==> src/sv/chfm_pkg.sv <==
// Shared types, constants and the arctangent table for the compass heading block.
// No dependencies; every other file imports this package.
package chfm_pkg;

  localparam int unsigned ARCTAN_STAGES_DEF = 16;
  localparam int unsigned TABLE_LEN         = 24;

  // Vector width after pre-rotation plus CORDIC growth, and angle accumulator width
  localparam int unsigned XY_W = 15;
  localparam int unsigned Z_W  = 32;
  localparam int unsigned IN_W = 12;
  localparam int unsigned CD_W = 16;

  localparam logic signed [Z_W-1:0]  QUARTER_FX  = 32'sd589824000;
  localparam logic signed [Z_W-1:0]  ROUND_HALF  = 32'sd32768;
  localparam logic signed [CD_W-1:0] HALF_TURN   = 16'sd18000;
  localparam logic signed [CD_W:0]   FULL_TURN   = 17'sd36000;
  localparam logic signed [CD_W-1:0] DECL_RESET  = 16'sd1261;

  typedef struct packed {
    logic signed [XY_W-1:0] x;
    logic signed [XY_W-1:0] y;
    logic signed [Z_W-1:0]  z;
    logic                   zero;
  } vec_t;

  // atan(2^-i) in units of 1/65536 centidegree, rounded to nearest
  function automatic logic signed [Z_W-1:0] atan_fx(input int unsigned i);
    logic signed [Z_W-1:0] t;
    case (i)
      0:  t = 32'sd294912000;
      1:  t = 32'sd174096719;
      2:  t = 32'sd91987925;
      3:  t = 32'sd46694507;
      4:  t = 32'sd23437865;
      5:  t = 32'sd11730358;
      6:  t = 32'sd5866610;
      7:  t = 32'sd2933484;
      8:  t = 32'sd1466764;
      9:  t = 32'sd733385;
      10: t = 32'sd366693;
      11: t = 32'sd183346;
      12: t = 32'sd91673;
      13: t = 32'sd45837;
      14: t = 32'sd22918;
      15: t = 32'sd11459;
      16: t = 32'sd5730;
      17: t = 32'sd2865;
      18: t = 32'sd1432;
      19: t = 32'sd716;
      20: t = 32'sd358;
      21: t = 32'sd179;
      22: t = 32'sd90;
      23: t = 32'sd45;
      default: t = '0;
    endcase
    return t;
  endfunction

endpackage

==> src/sv/compass_heading_from_magnetometer.sv <==
// Compass heading from one magnetometer sample (x, y counts) with declination added.
// Each sample runs through a pre-rotation stage, ARCTAN_STAGES registered CORDIC
// iterations, two back-end stages (round/clamp, declination/wrap) and the output
// register, in that order. One sample is taken every cycle; the whole pipeline
// holds only while the output register and its skid entry are both full,
// including the cycle in which the skid entry moves into the output register.
// The declination register is clamped to +/-18000 as it is written and resets to 1261.
// Depends on chfm_pkg, chfm_prerot, chfm_cordic_stage, chfm_post and chfm_skid.
module compass_heading_from_magnetometer import chfm_pkg::*; #(
  parameter int unsigned ARCTAN_STAGES = ARCTAN_STAGES_DEF
) (
  input  logic                   clk_i,
  input  logic                   rst_ni,
  input  logic                   cfg_we_i,
  input  logic signed [CD_W-1:0] cfg_wdata_i,
  input  logic                   in_valid_i,
  output logic                   in_stall_o,
  input  logic signed [IN_W-1:0] mag_x_i,
  input  logic signed [IN_W-1:0] mag_y_i,
  output logic                   out_valid_o,
  input  logic                   out_stall_i,
  output logic [CD_W-1:0]        heading_centideg_o
);

  logic                   en;
  logic                   valid [0:ARCTAN_STAGES];
  vec_t                   vec   [0:ARCTAN_STAGES];
  logic                   post_valid;
  logic [CD_W-1:0]        post_heading;
  logic signed [CD_W-1:0] decl_d, decl_q;

  always_comb begin
    if (cfg_wdata_i > HALF_TURN) begin
      decl_d = HALF_TURN;
    end else if (cfg_wdata_i < -HALF_TURN) begin
      decl_d = -HALF_TURN;
    end else begin
      decl_d = cfg_wdata_i;
    end
  end

  always_ff @(posedge clk_i or negedge rst_ni) begin
    if (!rst_ni) begin
      decl_q <= DECL_RESET;
    end else if (cfg_we_i) begin
      decl_q <= decl_d;
    end
  end

  assign in_stall_o = !en;

  chfm_prerot u_prerot (
    .clk_i   (clk_i),
    .rst_ni  (rst_ni),
    .en_i    (en),
    .valid_i (in_valid_i),
    .mag_x_i (mag_x_i),
    .mag_y_i (mag_y_i),
    .valid_o (valid[0]),
    .data_o  (vec[0])
  );

  for (genvar i = 0; i < ARCTAN_STAGES; i++) begin : g_stage
    chfm_cordic_stage #(.STAGE(i)) u_stage (
      .clk_i   (clk_i),
      .rst_ni  (rst_ni),
      .en_i    (en),
      .valid_i (valid[i]),
      .data_i  (vec[i]),
      .valid_o (valid[i+1]),
      .data_o  (vec[i+1])
    );
  end

  chfm_post u_post (
    .clk_i     (clk_i),
    .rst_ni    (rst_ni),
    .en_i      (en),
    .valid_i   (valid[ARCTAN_STAGES]),
    .data_i    (vec[ARCTAN_STAGES]),
    .decl_i    (decl_q),
    .valid_o   (post_valid),
    .heading_o (post_heading)
  );

  chfm_skid u_skid (
    .clk_i       (clk_i),
    .rst_ni      (rst_ni),
    .valid_i     (post_valid),
    .data_i      (post_heading),
    .en_o        (en),
    .out_valid_o (out_valid_o),
    .out_stall_i (out_stall_i),
    .data_o      (heading_centideg_o)
  );

endmodule

==> src/sv/chfm_prerot.sv <==
// Input stage: quadrant pre-rotation of the raw sample into the right half plane.
// Depends on chfm_pkg.
module chfm_prerot import chfm_pkg::*; (
  input  logic                   clk_i,
  input  logic                   rst_ni,
  input  logic                   en_i,
  input  logic                   valid_i,
  input  logic signed [IN_W-1:0] mag_x_i,
  input  logic signed [IN_W-1:0] mag_y_i,
  output logic                   valid_o,
  output vec_t                   data_o
);

  logic signed [XY_W-1:0] x_ext, y_ext;
  vec_t data_d, data_q;
  logic valid_q;

  assign x_ext = XY_W'(mag_x_i);
  assign y_ext = XY_W'(mag_y_i);

  always_comb begin
    data_d.zero = (mag_x_i == '0) && (mag_y_i == '0);
    data_d.x    = x_ext;
    data_d.y    = y_ext;
    data_d.z    = '0;
    if (mag_x_i[IN_W-1]) begin
      if (!mag_y_i[IN_W-1]) begin
        data_d.x = y_ext;
        data_d.y = -x_ext;
        data_d.z = QUARTER_FX;
      end else begin
        data_d.x = -y_ext;
        data_d.y = x_ext;
        data_d.z = -QUARTER_FX;
      end
    end
  end

  always_ff @(posedge clk_i or negedge rst_ni) begin
    if (!rst_ni) begin
      valid_q <= 1'b0;
    end else if (en_i) begin
      valid_q <= valid_i;
    end
  end

  always_ff @(posedge clk_i) begin
    if (en_i) begin
      data_q <= data_d;
    end
  end

  assign valid_o = valid_q;
  assign data_o  = data_q;

endmodule

==> src/sv/chfm_cordic_stage.sv <==
// One registered vectoring CORDIC iteration with a fixed shift and table angle.
// Depends on chfm_pkg.
module chfm_cordic_stage import chfm_pkg::*; #(
  parameter int unsigned STAGE = 0
) (
  input  logic clk_i,
  input  logic rst_ni,
  input  logic en_i,
  input  logic valid_i,
  input  vec_t data_i,
  output logic valid_o,
  output vec_t data_o
);

  localparam logic signed [Z_W-1:0] ANGLE = atan_fx(STAGE);

  logic signed [XY_W-1:0] dx, dy;
  vec_t data_d, data_q;
  logic valid_q;

  // arithmetic shifts floor toward minus infinity
  assign dx = data_i.y >>> STAGE;
  assign dy = data_i.x >>> STAGE;

  always_comb begin
    data_d.zero = data_i.zero;
    if (!data_i.y[XY_W-1]) begin
      data_d.x = data_i.x + dx;
      data_d.y = data_i.y - dy;
      data_d.z = data_i.z + ANGLE;
    end else begin
      data_d.x = data_i.x - dx;
      data_d.y = data_i.y + dy;
      data_d.z = data_i.z - ANGLE;
    end
  end

  always_ff @(posedge clk_i or negedge rst_ni) begin
    if (!rst_ni) begin
      valid_q <= 1'b0;
    end else if (en_i) begin
      valid_q <= valid_i;
    end
  end

  always_ff @(posedge clk_i) begin
    if (en_i) begin
      data_q <= data_d;
    end
  end

  assign valid_o = valid_q;
  assign data_o  = data_q;

endmodule

==> src/sv/chfm_post.sv <==
// Back end: round and clamp the angle, then add declination and wrap into 0..36000.
// Two register stages; depends on chfm_pkg.
module chfm_post import chfm_pkg::*; (
  input  logic                   clk_i,
  input  logic                   rst_ni,
  input  logic                   en_i,
  input  logic                   valid_i,
  input  vec_t                   data_i,
  input  logic signed [CD_W-1:0] decl_i,
  output logic                   valid_o,
  output logic [CD_W-1:0]        heading_o
);

  logic signed [Z_W-1:0]  z_rnd;
  logic signed [CD_W-1:0] ang_rnd;
  logic signed [CD_W-1:0] ang_d, ang_q;
  logic signed [CD_W:0]   sum;
  logic signed [CD_W:0]   wrap;
  logic [CD_W-1:0]        head_d, head_q;
  logic                   va_q, vb_q;

  assign z_rnd   = data_i.z + ROUND_HALF;
  assign ang_rnd = z_rnd[Z_W-1:Z_W-CD_W];

  always_comb begin
    if (data_i.zero) begin
      ang_d = '0;
    end else if (ang_rnd > HALF_TURN) begin
      ang_d = HALF_TURN;
    end else if (ang_rnd < -HALF_TURN) begin
      ang_d = -HALF_TURN;
    end else begin
      ang_d = ang_rnd;
    end
  end

  assign sum = {ang_q[CD_W-1], ang_q} + {decl_i[CD_W-1], decl_i};

  // exactly a full turn is kept as is
  always_comb begin
    if (sum[CD_W]) begin
      wrap = sum + FULL_TURN;
    end else if (sum > FULL_TURN) begin
      wrap = sum - FULL_TURN;
    end else begin
      wrap = sum;
    end
    head_d = wrap[CD_W-1:0];
  end

  always_ff @(posedge clk_i or negedge rst_ni) begin
    if (!rst_ni) begin
      va_q <= 1'b0;
      vb_q <= 1'b0;
    end else if (en_i) begin
      va_q <= valid_i;
      vb_q <= va_q;
    end
  end

  always_ff @(posedge clk_i) begin
    if (en_i) begin
      ang_q  <= ang_d;
      head_q <= head_d;
    end
  end

  assign valid_o   = vb_q;
  assign heading_o = head_q;

endmodule

==> src/sv/chfm_skid.sv <==
// Output register with one skid entry; holds the pipeline when both are full.
// Depends on chfm_pkg.
module chfm_skid import chfm_pkg::*; (
  input  logic            clk_i,
  input  logic            rst_ni,
  input  logic            valid_i,
  input  logic [CD_W-1:0] data_i,
  output logic            en_o,
  output logic            out_valid_o,
  input  logic            out_stall_i,
  output logic [CD_W-1:0] data_o
);

  logic            out_valid_q, sk_valid_q;
  logic [CD_W-1:0] out_data_q, sk_data_q;
  logic            take, pop;

  assign en_o = !sk_valid_q;
  assign take = en_o && valid_i;
  assign pop  = out_valid_q && !out_stall_i;

  always_ff @(posedge clk_i or negedge rst_ni) begin
    if (!rst_ni) begin
      out_valid_q <= 1'b0;
      sk_valid_q  <= 1'b0;
    end else if (sk_valid_q) begin
      if (pop) begin
        sk_valid_q <= 1'b0;
      end
    end else if (take) begin
      if (!out_valid_q || pop) begin
        out_valid_q <= 1'b1;
      end else begin
        sk_valid_q <= 1'b1;
      end
    end else if (pop) begin
      out_valid_q <= 1'b0;
    end
  end

  always_ff @(posedge clk_i) begin
    if (sk_valid_q) begin
      if (pop) begin
        out_data_q <= sk_data_q;
      end
    end else if (take) begin
      if (!out_valid_q || pop) begin
        out_data_q <= data_i;
      end else begin
        sk_data_q <= data_i;
      end
    end
  end

  assign out_valid_o = out_valid_q;
  assign data_o      = out_data_q;

endmodule

==> config.mk <==
export PLATFORM = sky130hd
export DESIGN_NAME = compass_heading_from_magnetometer
export DESIGN_NICKNAME = d
export VERILOG_FILES = /design/src/sv/chfm_pkg.sv /design/src/sv/compass_heading_from_magnetometer.sv /design/src/sv/chfm_prerot.sv /design/src/sv/chfm_cordic_stage.sv /design/src/sv/chfm_post.sv /design/src/sv/chfm_skid.sv
export SDC_FILE = /design/constraint.sdc
export NUM_CORES = 2
export LEC_CHECK = 0
export BUFFER_PORTS_ARGS = -buffer_cell sky130_fd_sc_hd__clkbuf_2
export CORE_MARGIN = 3
export CORE_UTILIZATION = 44
export CTS_CLUSTER_DIAMETER = 120
export CTS_CLUSTER_SIZE = 8
export DETAILED_ROUTE_END_ITERATION = 6
export GPL_TIMING_DRIVEN = 0
export SLEW_MARGIN = 20
export SYNTH_ARGS = -nofsm -noshare
export SYNTH_HDL_FRONTEND = slang
export SYNTH_SLANG_ARGS = --single-unit
==> constraint.sdc <==
create_clock -name clk_i -period 30.3 [get_ports clk_i]
set_input_delay 4.545 -clock clk_i [delete_from_list [all_inputs] [get_ports clk_i]]
set_output_delay 4.545 -clock clk_i [all_outputs]
set_load 0.01 [all_outputs]
==> After elaboration in Yosys (flattened, before gate mapping) <==
Index checks and enable logic that the tools add are counted.
{ "classes": {"addsub": 97, "multipliers": 0, "div": 0, "n_lt_le_gt_ge": 5, "eq_ne": 2, "shifts": 0, "muxes": 35, "bitwise_logic": 2, "n_reduce_logical": 18} }
{ "op_table": {"columns": ["op", "count"], "rows": [
  ["$mux W62", 15],
  ["$mux W16", 9],
  ["$mux W58", 2],
  ["$add A32 B17 Y32 const B", 2],
  ["$add A32 B15 Y32 const B", 1],
  ["$add A32 B16 Y32 const B", 1],
  ["$add A32 B18 Y32 const B", 1],
  ["$add A32 B19 Y32 const B", 1],
  ["$add A32 B20 Y32 const B", 1],
  ["$add A32 B21 Y32 const B", 1],
  ["$add A32 B22 Y32 const B", 1],
  ["$add A32 B23 Y32 const B", 1],
  ["$add A32 B24 Y32 const B", 1],
  ["$add A32 B25 Y32 const B", 1],
  ["$add A32 B26 Y32 const B", 1],
  ["$add A32 B27 Y32 const B", 1],
  ["$add A32 B28 Y32 const B", 1],
  ["$add A32 B29 Y32 const B", 1],
  ["$add A32 B30 Y32 const B", 1],
  ["$gt A16 B16 Y1 const B", 2],
  ["$lt A16 B16 Y1 const B", 2],
  ["$mux W32", 1],
  ["$sub A32 B15 Y32 const B", 1],
  ["$sub A32 B16 Y32 const B", 1],
  ["other kinds (62)", 109]
]} }
{ "totals": {"ff_bits": 1127, "latchBits": 0, "ramBits": 0, "mem_bits_ro": 0, "in_bits": 45, "out_inout_bits": 18, "elab_cells": 253, "n_memories": 0} }

==> Logic depth before layout (Yosys ltp) <==
{ "logic_depth": {"ltp_word": 6, "mapped_depth": 16, "ltp_nobuf": 16} }

==> Cells and area by module <==
From an unflattened synthesis, not the netlist that was laid out.
{ "hier_totals": {"cells_unflattened": 9017, "hier_area_um2": 90170.2} }
{ "modules_own_cells": {"columns": ["module", "instances", "cells_per_inst", "area_each_um2", "seq_area_each_um2"], "rows": [
  ["chfm_cordic_stage (g_stage[1].u_stage)", 1, 563, 5534.1, 1916.8],
  ["chfm_cordic_stage (g_stage[2].u_stage)", 1, 552, 5444.0, 1916.8],
  ["chfm_cordic_stage (g_stage[5].u_stage)", 1, 562, 5416.4, 1916.8],
  ["chfm_cordic_stage (g_stage[7].u_stage)", 1, 558, 5391.4, 1916.8],
  ["chfm_cordic_stage (g_stage[4].u_stage)", 1, 549, 5348.9, 1916.8],
  ["chfm_cordic_stage (g_stage[6].u_stage)", 1, 533, 5248.8, 1916.8],
  ["chfm_cordic_stage (g_stage[9].u_stage)", 1, 525, 5215.0, 1916.8],
  ["chfm_cordic_stage (g_stage[3].u_stage)", 1, 525, 5210.0, 1916.8],
  ["chfm_cordic_stage (g_stage[15].u_stage)", 1, 523, 5146.2, 1916.8],
  ["chfm_cordic_stage (g_stage[11].u_stage)", 1, 499, 5097.4, 1916.8],
  ["chfm_cordic_stage (g_stage[14].u_stage)", 1, 539, 5066.1, 1916.8],
  ["chfm_cordic_stage (g_stage[10].u_stage)", 1, 483, 5027.3, 1916.8],
  ["chfm_cordic_stage (g_stage[12].u_stage)", 1, 474, 4968.5, 1916.8],
  ["chfm_cordic_stage (g_stage[13].u_stage)", 1, 483, 4951.0, 1916.8],
  ["+6 rows", null, null, null, null]
]} }

==> Worst setup path before layout <==
OpenSTA, ideal clock, no wires.
{ "synth_timing": {"path_type": "reg-to-reg", "startpoint": "register u_skid.sk_valid_q", "endpoint": "register u_skid.out_data_q[0] (netlist: u_skid.data_o[0]), enable pin", "arrival_time_ns": 22.030, "required_time_ns": 29.886, "path_slack_ns": 7.856, "path_stages_with_launch": 5, "period_less_slack_ns": 22.444, "path_cell_list": "dfrtp_1 clkbuf_1 inv_1 nand2_1 a21boi_0"} }
{ "synth_via": {"elab_chain_len": 4} }
{ "synth_lines": {"columns": ["item", "line_no", "rtl"], "rows": [
  ["start: declaration", "chfm_skid.sv:14", "logic out_valid_q, sk_valid_q;"],
  ["start signal: assignment", "chfm_skid.sv:25", "sk_valid_q <= 1'b0;"],
  ["start signal: assignment", "chfm_skid.sv:28", "sk_valid_q <= 1'b0;"],
  ["start signal: assignment", "chfm_skid.sv:34", "sk_valid_q <= 1'b1;"],
  ["$logic_not A1 Y1", "chfm_skid.sv:18", "assign en_o = !sk_valid_q;"],
  ["$logic_and A1 B1 Y1", "chfm_skid.sv:19", "assign take = en_o && valid_i;"],
  ["$reduce_bool A2 Y1 (no source line)", null, null],
  ["$reduce_and A3 Y1 (no source line) (*)", null, null],
  ["end signal: assignment", "chfm_skid.sv:44", "out_data_q <= sk_data_q;"],
  ["end signal: assignment", "chfm_skid.sv:48", "out_data_q <= data_i;"],
  ["end: declaration", "chfm_skid.sv:15", "logic [CD_W-1:0] out_data_q, sk_data_q;"]
]} }
Every way passes the cells marked *; elsewhere a longest branch is shown, timed or not.
A chain may end at the register's enable or synchronous reset.

==> impl_metrics.py <==
metrics = {
    "drt": {
        "post-route-drc-count": 0,
        "dr.pass1.iters": 5,
        "wl_per_cell_um": 15.6,
        "routed_wl_mm": 150,
        "drt_iter0_drc": 2115,
        "ant_nets": 0,
        "via_per_inst": 5.42,
        "dr_total_vias": 52100,
    },
    "yosys": {
        "synth_most_common_cell": "edfxtp_1",
        "postSynthCellCount": 7165,
        "yosysWarnings": 0,
        "synth_seq_area_share": 0.408,
        "synth_edf_count": 967,
        "avgSynthCellArea_um2": 10.2,
        "synthArstFlopShare": 0.0369,
        "synthesis.area_um2": 73400,
        "synth_cell_types": 82,
        "synthFlopType": "edfxtp_1",
        "synth_top_area_frac": 0.395,
        "synth_common_cells": "967 x edfxtp_1, 901 x ha_1, 626 x a21oi_1",
        "synth_seq_cells": 1004,
        "synth_top_area_cell": "edfxtp_1",
        "yosys-top-cells-area": "edfxtp_1 40%, ha_1 15%, xnor2_1 7.4%, a21oi_1 4.3%, xor2_1 3.2%",
    },
    "sta": {
        "worst_pin_slew_ns": 1.02,
        "fmax_mhz": 158,
        "rsz0062_at_grt": "false",
        "fin_skew_ns": 0.0466,
        "period_needed_ns": 6.34,
        "setup_viol": 0,
        "slew_viol_final": 0,
        "period_share": 0.209,
        "max-slew-margin-rel": 0.320,
        "hold_violations": 0,
    },
    "placement": {
        "numPortBuffers": 60,
        "post-dp-hpwl_mm": 116,
        "placed_area_um2": 76800,
        "gp_congestion": 0.891,
    },
    "global_routing": {
        "grt_usage": 0.171,
        "globalRouteMet3Util": 0.0245,
        "met1_usage": 0.182,
        "grt_pass1_wl_mm": 249,
        "antenna_found_initial": 0,
        "top_usage_layer": "met2",
        "grt_max_degree": 106,
        "met2_usage": 0.335,
        "grt_pass1_vias": 52500,
        "grt_overflow": 0,
    },
    "critical_path": {
        "cpLargestDelayFamily": "simple AND/OR/NAND/NOR gates",
        "path_cells": "clkbuf_2, or4_1, or4_1, or2_2, nor4_1",
        "crit_cells": 5,
        "crit_path_start": "mag_y_i[5]",
        "path_buf_inv": 1,
        "r2r_setup_slack_ns": 24.90,
        "startpoint_type": "primary input",
        "r2r_start": "g_stage[9].u_stage.data_o[47]$_DFFE_PN_",
        "worstPathMaxFanout": 4,
        "cp.required_ns": 30.73,
        "cp.arrival_ns": 6.77,
        "path_common_cell": "or4_1",
        "critPathSlowestCell": "nor4_1",
        "reg2regPathDepth": 13,
        "worstSetupEndpoint": "u_prerot.data_o[0]$_DFFE_PN_",
        "crit_path_end_kind": "flop",
        "critPathMaxStageDelay_ns": 0.76,
        "r2r-end": "g_stage[10].u_stage.data_o[32]$_DFFE_PN_",
        "path_class": "in2reg",
    },
    "clock_tree": {
        "path_clk_slew_ns": 0.05,
        "clockBufferDepth": 3,
        "cts_buffers": 143,
        "cts_tree": "done",
        "htree_levels": 4,
        "cts_resized": 0,
        "clockRootBuffer": "clkbuf_16",
        "cts.sinks": 1004,
        "hold_buffers": 0,
        "post_cts_buffers": 0,
        "insertion_delay_ns": 0.78,
    },
    "die": {
        "dieWidth_um": 414,
        "core-area_um2": 165000,
        "start_util": 0.444,
        "fp.dieH_um": 414,
        "dieArea_um2": 172000,
        "pin_count": 63,
        "num_rows": 149,
    },
    "status": {
        "status": "complete, no violations",
    },
    "layout": {
        "final_cell_area_um2": 80800,
        "fin_nets": 8372,
        "drive_gt1_frac": 0.0507,
        "area_delta_synth_final_pct": 10.1,
    },
    "hold_path": {
        "hp-class": "reg2reg",
    },
    "flow_run": {
        "drv_cap": 0,
    },
}
## layout by cell type, fill, tap and decap left out, drive strengths merged, types with 93 or more instances in the layout
master and instances:
edfxtp 967, xor2 270, xnor2 618, nor2 583, nor3 246, nand2 409, o21ai 324, inv 486
clkbuf 303, ha 901, o21bai 122, a21oi 627, a21o 240, nor2b 93
## registers in the layout, summed over array words and instances, names as in the netlist
register	cells
decl_q	16
g_stage.u_stage.data_o	870
g_stage.u_stage.valid_o	16
u_post.ang_q	16
u_post.heading_o	16
u_post.va_q	1
u_post.valid_o	1
u_prerot.data_o	33
u_prerot.valid_o	1
u_skid.data_o	16
u_skid.out_valid_o	1
u_skid.sk_data_q	16
u_skid.sk_valid_q	1
## worst reg2reg max path, delay by kind of cell (launching register included)
| kind | cells | cell delay [ns] |
|---|---|---|
| buffers and inverters | 2 | 1.19 |
| flip-flops | 1 | 0.90 |
| adder cells (fa/ha/maj) | 1 | 0.47 |
| XOR/XNOR | 1 | 0.08 |
| AO/OA/AOI/OAI | 9 | 2.51 |
## routing by layer
metal | routed length (um) | vias to the layer above | part of all wire
met5 | 0 | - | 0
met1 | 60500 | 24200 | 0.40
met3 | 3940 | 326 | 0.026
met4 | 5250 | 0 | 0.035
met2 | 79900 | 752 | 0.53
li1 | - | 26800 | -
## worst min path at each step
stage	start	end	slack [ns]	depth (start not counted)
2_1_floorplan	u_prerot.data_o[0]$_DFFE_PN_	g_stage[0].u_stage.data_o[0]$_DFFE_PN_	0.40	0
4_1_cts	g_stage[13].u_stage.data_o[0]$_DFFE_PN_	g_stage[14].u_stage.data_o[0]$_DFFE_PN_	0.40	0
3_5_place_dp	g_stage[7].u_stage.data_o[0]$_DFFE_PN_	g_stage[8].u_stage.data_o[0]$_DFFE_PN_	0.41	0
3_3_place_gp	g_stage[5].u_stage.data_o[0]$_DFFE_PN_	g_stage[6].u_stage.data_o[0]$_DFFE_PN_	0.40	0
5_1_grt	g_stage[13].u_stage.data_o[0]$_DFFE_PN_	g_stage[14].u_stage.data_o[0]$_DFFE_PN_	0.41	0
6_report	g_stage[13].u_stage.data_o[0]$_DFFE_PN_	g_stage[14].u_stage.data_o[0]$_DFFE_PN_	0.41	0
## cell type report
| class | count | area (um^2) |
|---|---|---|
| multi-input cells | 5596 | 41300 |
| plain buffers | 88 | 339 |
| repair buffers | 74 | 632 |
| flip-flops and latches | 1004 | 30000 |
| clock buffers | 164 | 3660 |
| clock inverters | 16 | 350 |
| diodes | 1 | 2.50 |
| inverters | 479 | 1810 |
| fillers | 14900 | 84500 |
| well taps | 2189 | 2740 |
## through the flow
| stage | util | TNS, ns | worst slack [ns] | instances | hold WS, ns |
|---|---|---|---|---|---|
| 3_3_place_gp | 0.462 | -6.38 | -0.399 | 9416 | 0.404 |
| 3_5_place_dp | 0.464 | 0 | 23.09 | 9427 | 0.406 |
| 2_1_floorplan | - | 0 | 7.86 | 7167 | 0.400 |
| 6_report | 0.489 | 0 | 23.96 | 9611 | 0.406 |
| 4_1_cts | 0.488 | 0 | 23.92 | 9607 | 0.405 |
| 5_1_grt | 0.489 | 0 | 23.90 | 9610 | 0.415 |
## logic make-up (layout without fill, tap and decap cells)
kind of cell               Yosys count  after routing  synth area share
AOI/OAI and AO/OA                 1928           1928             0.169
and+or+nand+nor                   1761           1761             0.112
DFF                               1004           1004             0.408
adders and majority gates          941            941             0.164
xor gates and xnor gates           888            888             0.106
buffers and inverters              567            821            0.0291
muxes                               75             75            0.0111
other                                1              4         0.0000511
Power is not shown: default switching activity piles up to over one toggle a cycle in this logic, so the estimate is an artifact.
